`src/hw/rtl/sle_pkg.sv`:
```
// Shared types and constants for the serial line editor.
// No dependencies; imported by every module of the block.
package sle_pkg;

  // Result kinds seen on the out_kind port
  localparam logic [1:0] KIND_ECHO = 2'd0;
  localparam logic [1:0] KIND_LINE = 2'd1;
  localparam logic [1:0] KIND_END  = 2'd2;

  // Control characters
  localparam logic [7:0] CH_LF    = 8'h0A;
  localparam logic [7:0] CH_CR    = 8'h0D;
  localparam logic [7:0] CH_BS    = 8'h08;
  localparam logic [7:0] CH_DEL   = 8'h7F;
  localparam logic [7:0] CH_SPACE = 8'h20;

  // Command queue between front and back
  localparam int QDEPTH = 4;
  localparam int QPTR_W = $clog2(QDEPTH);

  typedef enum logic [1:0] {
    OP_STORE,
    OP_ERASE,
    OP_EOL
  } op_t;

  typedef struct packed {
    op_t        op;
    logic [7:0] data;
  } cmd_t;

endpackage

```
`src/hw/rtl/sle_front.sv`:
```
// Front end: accepts received bytes, classifies them and queues commands.
// Depends on sle_pkg; keeps its own copy of the line fill count.
module sle_front import sle_pkg::*; #(
  parameter int LINE_CAPACITY = 32
) (
  input  logic       clk,
  input  logic       rst_n,
  input  logic       in_valid,
  output logic       in_ready,
  input  logic [7:0] in_rx_byte,
  input  logic       q_full,
  output logic       q_push,
  output cmd_t       q_cmd
);

  localparam int CNT_W = $clog2(LINE_CAPACITY);

  logic [CNT_W-1:0] cnt_r, cnt_nxt;
  logic             is_eol, is_erase, room, nonempty, accept;

  // Classification of the incoming byte
  always_comb begin
    is_eol   = (in_rx_byte == CH_LF) || (in_rx_byte == CH_CR);
    is_erase = (in_rx_byte == CH_BS) || (in_rx_byte == CH_DEL);
    room     = (cnt_r != CNT_W'(LINE_CAPACITY - 1));
    nonempty = (cnt_r != '0);
    in_ready = !q_full;
    accept   = in_valid && in_ready;
    q_cmd.data = in_rx_byte;
    q_cmd.op   = OP_STORE;
    q_push     = 1'b0;
    cnt_nxt    = cnt_r;
    if (is_eol) begin
      q_cmd.op = OP_EOL;
      q_push   = accept;
      if (accept) cnt_nxt = '0;
    end else if (is_erase) begin
      q_cmd.op = OP_ERASE;
      q_push   = accept && nonempty;
      if (accept && nonempty) cnt_nxt = cnt_r - CNT_W'(1);
    end else begin
      // full line: byte dropped, nothing queued
      q_push = accept && room;
      if (accept && room) cnt_nxt = cnt_r + CNT_W'(1);
    end
  end

  always_ff @(posedge clk) begin
    if (!rst_n) begin
      cnt_r <= '0;
    end else begin
      cnt_r <= cnt_nxt;
    end
  end

endmodule

```
`src/hw/rtl/sle_cmd_fifo.sv`:
```
// Short command queue between the front and back ends.
// Depends on sle_pkg for cmd_t and the queue depth.
module sle_cmd_fifo import sle_pkg::*; (
  input  logic clk,
  input  logic rst_n,
  input  logic push,
  input  cmd_t din,
  input  logic pop,
  output cmd_t dout,
  output logic full,
  output logic empty
);

  cmd_t              slot_r [QDEPTH];
  logic [QPTR_W-1:0] wr_ptr_r, rd_ptr_r;
  logic [QPTR_W:0]   cnt_r;
  logic              do_push, do_pop;

  always_comb begin
    full    = (cnt_r == (QPTR_W+1)'(QDEPTH));
    empty   = (cnt_r == '0);
    do_push = push && !full;
    do_pop  = pop && !empty;
    dout    = slot_r[rd_ptr_r];
  end

  // Storage: no reset needed
  always_ff @(posedge clk) begin
    if (do_push) slot_r[wr_ptr_r] <= din;
  end

  // Pointers and occupancy
  always_ff @(posedge clk) begin
    if (!rst_n) begin
      wr_ptr_r <= '0;
      rd_ptr_r <= '0;
      cnt_r    <= '0;
    end else begin
      if (do_push) wr_ptr_r <= wr_ptr_r + QPTR_W'(1);
      if (do_pop)  rd_ptr_r <= rd_ptr_r + QPTR_W'(1);
      if (do_push && !do_pop) cnt_r <= cnt_r + (QPTR_W+1)'(1);
      else if (do_pop && !do_push) cnt_r <= cnt_r - (QPTR_W+1)'(1);
    end
  end

endmodule

```
`src/hw/rtl/sle_back.sv`:
```
// Back end: executes queued commands, owns the line store, drives results.
// Depends on sle_pkg; output register decouples it from the sink.
module sle_back import sle_pkg::*; #(
  parameter int LINE_CAPACITY = 32
) (
  input  logic       clk,
  input  logic       rst_n,
  input  logic       q_empty,
  input  cmd_t       q_cmd,
  output logic       q_pop,
  output logic       out_valid,
  input  logic       out_ready,
  output logic [1:0] out_kind,
  output logic [7:0] out_data_byte,
  output logic       out_last
);

  localparam int CNT_W = $clog2(LINE_CAPACITY);

  typedef enum logic [2:0] {
    S_IDLE, S_E1, S_E2, S_E3, S_LF, S_CR, S_LINE, S_END
  } state_t;

  state_t           state_r;
  op_t              op_r;
  logic [7:0]       byte_r;
  logic [CNT_W-1:0] cnt_r, idx_r, idx_nxt;
  logic [7:0]       line_mem [LINE_CAPACITY];
  logic [7:0]       rd_r;
  logic             out_valid_r, out_last_r;
  logic [1:0]       out_kind_r;
  logic [7:0]       out_data_r;
  logic             slot_free;

  assign out_valid     = out_valid_r;
  assign out_kind      = out_kind_r;
  assign out_data_byte = out_data_r;
  assign out_last      = out_last_r;

  // Pop and read-address steering
  always_comb begin
    slot_free = !out_valid_r || out_ready;
    q_pop     = (state_r == S_IDLE) && !q_empty;
    idx_nxt   = idx_r;
    if (q_pop && q_cmd.op == OP_EOL) idx_nxt = '0;
    else if (state_r == S_LINE && slot_free) idx_nxt = idx_r + CNT_W'(1);
  end

  // Line store: write on store commands, registered read one step ahead
  always_ff @(posedge clk) begin
    if (q_pop && q_cmd.op == OP_STORE) line_mem[cnt_r] <= q_cmd.data;
    rd_r <= line_mem[idx_nxt];
  end

  // Sequencer and output register
  always_ff @(posedge clk) begin
    if (!rst_n) begin
      state_r     <= S_IDLE;
      out_valid_r <= 1'b0;
      cnt_r       <= '0;
      idx_r       <= '0;
    end else begin
      idx_r <= idx_nxt;
      if (slot_free) out_valid_r <= 1'b0;
      case (state_r)
        S_IDLE: begin
          if (q_pop) begin
            op_r   <= q_cmd.op;
            byte_r <= q_cmd.data;
            case (q_cmd.op)
              OP_STORE: begin
                cnt_r   <= cnt_r + CNT_W'(1);
                state_r <= S_E1;
              end
              OP_ERASE: begin
                cnt_r   <= cnt_r - CNT_W'(1);
                state_r <= S_E1;
              end
              OP_EOL:  state_r <= S_LF;
              default: state_r <= S_IDLE;
            endcase
          end
        end
        S_E1: begin
          if (slot_free) begin
            out_valid_r <= 1'b1;
            out_kind_r  <= KIND_ECHO;
            out_data_r  <= byte_r;
            out_last_r  <= (op_r == OP_STORE);
            state_r     <= (op_r == OP_STORE) ? S_IDLE : S_E2;
          end
        end
        S_E2: begin
          if (slot_free) begin
            out_valid_r <= 1'b1;
            out_kind_r  <= KIND_ECHO;
            out_data_r  <= CH_SPACE;
            out_last_r  <= 1'b0;
            state_r     <= S_E3;
          end
        end
        S_E3: begin
          if (slot_free) begin
            out_valid_r <= 1'b1;
            out_kind_r  <= KIND_ECHO;
            out_data_r  <= byte_r;
            out_last_r  <= 1'b1;
            state_r     <= S_IDLE;
          end
        end
        S_LF: begin
          if (slot_free) begin
            out_valid_r <= 1'b1;
            out_kind_r  <= KIND_ECHO;
            out_data_r  <= CH_LF;
            out_last_r  <= 1'b0;
            state_r     <= S_CR;
          end
        end
        S_CR: begin
          if (slot_free) begin
            out_valid_r <= 1'b1;
            out_kind_r  <= KIND_ECHO;
            out_data_r  <= CH_CR;
            out_last_r  <= 1'b0;
            state_r     <= (cnt_r == '0) ? S_END : S_LINE;
          end
        end
        S_LINE: begin
          // rd_r already holds line_mem[idx_r]
          if (slot_free) begin
            out_valid_r <= 1'b1;
            out_kind_r  <= KIND_LINE;
            out_data_r  <= rd_r;
            out_last_r  <= 1'b0;
            if (idx_r == cnt_r - CNT_W'(1)) state_r <= S_END;
          end
        end
        S_END: begin
          if (slot_free) begin
            out_valid_r <= 1'b1;
            out_kind_r  <= KIND_END;
            out_data_r  <= '0;
            out_last_r  <= 1'b1;
            cnt_r       <= '0;
            state_r     <= S_IDLE;
          end
        end
        default: state_r <= S_IDLE;
      endcase
    end
  end

endmodule

```
`src/hw/rtl/serial_line_editor_top.sv`:
```
// Serial line editor: front classifier, 4-entry command queue, back executor.
// Path: an accepted command is written to the queue, popped by the back end, then loaded into the output register.
// The back-end sequencer emits one result per cycle unless the sink stalls it, and pops a new command
// only once the results of the last one are all loaded; dropped bytes are never queued.
// Reset: synchronous active-low rst_n clears counts, queue and sequencer; line store is not cleared.
module serial_line_editor_top import sle_pkg::*; #(
  parameter int LINE_CAPACITY = 32
) (
  input  logic       clk,
  input  logic       rst_n,
  input  logic       in_valid,
  output logic       in_ready,
  input  logic [7:0] in_rx_byte,
  output logic       out_valid,
  input  logic       out_ready,
  output logic [1:0] out_kind,
  output logic [7:0] out_data_byte,
  output logic       out_last
);

  logic q_push, q_pop, q_full, q_empty;
  cmd_t q_din, q_dout;

  sle_front #(.LINE_CAPACITY(LINE_CAPACITY)) u_front (
    .clk        (clk),
    .rst_n      (rst_n),
    .in_valid   (in_valid),
    .in_ready   (in_ready),
    .in_rx_byte (in_rx_byte),
    .q_full     (q_full),
    .q_push     (q_push),
    .q_cmd      (q_din)
  );

  sle_cmd_fifo u_fifo (
    .clk   (clk),
    .rst_n (rst_n),
    .push  (q_push),
    .din   (q_din),
    .pop   (q_pop),
    .dout  (q_dout),
    .full  (q_full),
    .empty (q_empty)
  );

  sle_back #(.LINE_CAPACITY(LINE_CAPACITY)) u_back (
    .clk           (clk),
    .rst_n         (rst_n),
    .q_empty       (q_empty),
    .q_cmd         (q_dout),
    .q_pop         (q_pop),
    .out_valid     (out_valid),
    .out_ready     (out_ready),
    .out_kind      (out_kind),
    .out_data_byte (out_data_byte),
    .out_last      (out_last)
  );

endmodule

```
`config.mk`:
```
export PLATFORM = sky130hd
export DESIGN_NAME = serial_line_editor_top
export DESIGN_NICKNAME = d
export VERILOG_FILES = /design/src/hw/rtl/sle_pkg.sv /design/src/hw/rtl/sle_front.sv /design/src/hw/rtl/sle_cmd_fifo.sv /design/src/hw/rtl/sle_back.sv /design/src/hw/rtl/serial_line_editor_top.sv
export SDC_FILE = /design/constraint.sdc
export NUM_CORES = 1
export LEC_CHECK = 0
export BUFFER_PORTS_ARGS = -buffer_cell sky130_fd_sc_hd__buf_2
export CAP_MARGIN = 20
export CELL_PAD_IN_SITES_DETAIL_PLACEMENT = 1
export CELL_PAD_IN_SITES_GLOBAL_PLACEMENT = 2
export CORE_ASPECT_RATIO = 2
export CORE_MARGIN = 3
export CORE_UTILIZATION = 49
export DETAILED_ROUTE_END_ITERATION = 12
export GPL_TIMING_DRIVEN = 0
export PLACE_DENSITY_LB_ADDON = 0.3
export SLEW_MARGIN = 0
export SYNTH_ARGS = -nofsm -noshare
export SYNTH_HDL_FRONTEND = slang
export SYNTH_SLANG_ARGS = --single-unit
```
`constraint.sdc`:
```
create_clock -name clk -period 8.2 [get_ports clk]
set_input_delay 1.64 -clock clk [delete_from_list [all_inputs] [get_ports clk]]
set_output_delay 1.64 -clock clk [all_outputs]
set_load 0.03 [all_outputs]
```
==> results.sh <==
export IMPL_synth_async_reset_ratio_pct=0
export IMPL_cp_num_buf_inv=4
export IMPL_via_per_inst=6.05
export IMPL_yosys_area_share_xor_xnor_pct=0.901
export IMPL_max_slew_margin_rel_pct=24.6
export IMPL_path_class="primary input to flop"
export IMPL_synthToLayoutAreaGrowth_pct=10.2
export IMPL_clock_latency_ns=0.56
export IMPL_fin_crit_sh_pct=65.2
export IMPL_synth_fa_ha_area_share_pct=1.65
export IMPL_layout_commonest_cell="edfxtp_1"
export IMPL_avgSynthCellArea_um2=14.2
export IMPL_die_w_um=128
export IMPL_worstPathCellList="buf_2, nor4_1, o211ai_1, inv_1, nor3_1, a211oi_1, clkbuf_1, ha_1, inv_1, fa_1, xor2_1, or3_1, a21oi_1"
export IMPL_drive_gt1_share_pct=10.9
export IMPL_synth_warnings=0
export IMPL_synthSimpleGateAreaFrac_pct=8.66
export IMPL_insertedDiodeCount=0
export IMPL_synthCells=1025
export IMPL_hpwlAfterDp_um=27700
export IMPL_post_cts_setup_buffers=0
export IMPL_setup_viol=0
export IMPL_rsz0062_at_grt="no"
export IMPL_cts_max_path_buffers=3
export IMPL_slowest_delay_ns=0.85
export IMPL_initial_core_util_pct=50.2
export IMPL_antenna_found_initial=0
export IMPL_synth_distinct_cells=58
export IMPL_grt_pass1_vias=9590
export IMPL_tritoncts="yes"
export IMPL_grt_ovfl_total=0
export IMPL_layout_common_cells="edfxtp_1 (317), nor2_1 (88), nand2_1 (65)"
export IMPL_crit_path_frequent_cell="inv_1"
export IMPL_cp_max_fo=10
export IMPL_worst_clock_skew_ns=0.0150
export IMPL_dr_pass1_iters=5
export IMPL_finalSetupTns_ns=0
export IMPL_grt_pass1_wl_um=58300
export IMPL_power_density_nw_per_um2=293
export IMPL_status="finished, final reports clean"
export IMPL_end_kind="flop"
export IMPL_drc=0
export IMPL_grt_max_degree=34
export IMPL_layout_nets=1111
export IMPL_core_area_um2=29100
export IMPL_cap_violations=0
export IMPL_power_mw=4.70
export IMPL_ant_nets=0
export IMPL_seq_area_frac_synth_pct=70.2
export IMPL_start_kind="primary input"
export IMPL_crit_family="compound AO/OA/AOI/OAI gates"
export IMPL_drt_iter0_markers=564
export IMPL_portBuffers=24
export IMPL_cts_sinks=353
export IMPL_tightest_slew_ns=1.10
export IMPL_synth_top_family_by_area="compound AO/OA/AOI/OAI gates"
export IMPL_synthMuxAreaShare_pct=5.73
export IMPL_critical_path_required_ns=8.69
export IMPL_fmax_mhz=187
export IMPL_yosysTopAreaCellShare_pct=65.3
export IMPL_cts_resized=0
export IMPL_fin_ws_ns=2.85
export IMPL_place_ws_ns=2.20
export IMPL_hp_class="flop to flop"
export IMPL_place_congestion=0.847
export IMPL_synth_edff_count=317
export IMPL_routedWlPerCell_um=26.7
export IMPL_synth_flop_cell="edfxtp_1"
export IMPL_cts_made_buffers=29
export IMPL_synth_seq_cells=353
export IMPL_drt_wl_total_um=39100
export IMPL_htreeDepth=1
export IMPL_clk_pin_slew_ns=0.07
export IMPL_die_y_um=250
export IMPL_peakVddDrop_mv=0.191
export IMPL_slew_viol_final=0
export IMPL_io_pin_count=25
export IMPL_synth_nets=1055
export IMPL_fin_util_pct=55.3
export IMPL_cts_root_buf="clkbuf_16"
export IMPL_vias=8841
export IMPL_postCtsHoldBufs=0
export IMPL_synth_area_top_cells="edfxtp_1 (65%), dfxtp_1 (4.9%), mux2i_1 (3.6%)"
export IMPL_grt_usage_pct=24.8
export IMPL_timing_hold_ws_ns=0.521
export IMPL_finalHoldViolCount=0
export IMPL_worstPathArrival_ns=5.84
export IMPL_synth_compound_area_share_pct=10.5
export IMPL_synth_top_area_cell="edfxtp_1"
export IMPL_syn_area_um2=14600
export IMPL_rows=88
export IMPL_cpMaxStageDelayCell="a211oi_1"
export IMPL_dieArea_um2=32000
export IMPL_finalCriticalPeriod_ns=5.35
export IMPL_leakagePower_nw=5.51
[state kept, by name, indices dropped and copies added, names as in the netlist, named ones only]
| signal | count |
|---|---|
| u_back.byte_r | 8 |
| u_fifo.cnt_r | 3 |
| u_back.idx_r | 5 |
| u_back.out_data_byte | 8 |
| u_fifo.rd_ptr_r | 2 |
| u_back.rd_r | 8 |
| u_back.out_kind | 2 |
| u_back.op_r | 2 |
| u_back.out_last | 1 |
| u_fifo.wr_ptr_r | 2 |
| u_back.state_r | 3 |
| u_back.line_mem | 256 |
| u_front.cnt_r | 5 |
| u_back.cnt_r | 5 |
| u_fifo.slot_r | 40 |
[power by group]
part	total, mW	internal [mW]	switching (mW)
sequential	2.32	2.26	0.0583
clock	1.35	0.735	0.620
combinational	1.03	0.279	0.749
total	4.70	3.27	1.43
[Yosys cell counts (3+ instances only)]
library cell	instances
o21ai_1	7
a211oi_1	12
dfxtp_1	36
a21oi_1	51
clkbuf_1	27
nor2b_1	4
buf_4	3
nand3_1	22
a221oi_1	16
buf_6	4
a22oi_1	20
xor2_1	9
o32a_1	9
o21ai_0	54
and2_1	11
buf_2	16
a31oi_1	3
edfxtp_1	317
nand4_1	4
or4_1	4
inv_1	17
mux2i_1	52
or3_1	13
a21o_1	3
nor3_1	32
a22o_1	8
nand3b_1	5
a221o_1	8
nand2_1	65
xnor2_1	6
and2_0	4
nor2_1	88
mux4_2	10
a2111oi_0	9
o211ai_1	18
mux2_2	8
ha_1	16
nand2b_1	6
[stage by stage]
stage | instances | area [µm²]
finish | 1461 | 16100
global route | 1461 | 16100
CTS | 1460 | 16100
detailed placement | 1409 | 15100
global placement | 1409 | 15100
floorplan | 1025 | 14600
[worst reg2reg max path, cell delays in order, from the launching register on]
cell and delay (ns):
dfxtp_1 0.33, buf_2 0.22, nand3b_1 0.25, buf_2 0.25, nor3_1 0.68, nor2_1 0.38, buf_2 0.33, buf_2 0.29
mux2i_1 0.16, o21ai_0 0.35, o21ai_0 0.18, a221oi_1 0.62
[layer usage]
metal  global-route usage (%)  routed length [µm]  up-vias
met2                     48.4               22500      235
li1                         -                   -     4058
met3                     2.31                1490       96
met4                     14.7                2710        0
met5                        0                   0        -
met1                     24.3               12400     4452
[cell families after synthesis]
group	Yosys count
AOI/OAI and AO/OA	230
xor gates and xnor gates	15
adders and majority gates	18
buffers and inverters	72
DFF	353
muxes	70
and+or+nand+nor	267
[worst paths after layout]
kind	startpoint	to	slack (ns)	cells after the start
max	in_rx_byte[5]	u_fifo.cnt_r[2]	2.85	13
min	u_front.cnt_r[2]	u_front.cnt_r[2]	0.52	2
max reg2reg	u_back.state_r[1]	u_back.rd_r[6]	3.97	11
min reg2reg	u_front.cnt_r[2]	u_front.cnt_r[2]	0.52	2
[final cells by class]
type                            count  area, µm²
Inverter                           19       71.3
Buffer                             53        262
Clock inverter                     14        140
Clock buffer                       37        776
Multi-Input combinational cell    600       4010
Fill cell                        2879      13000
Timing Repair Buffer               25        125
Tap cell                          360        450
Sequential cell                   353      10200
No activity file was read; power rests on OpenSTA's default activity.
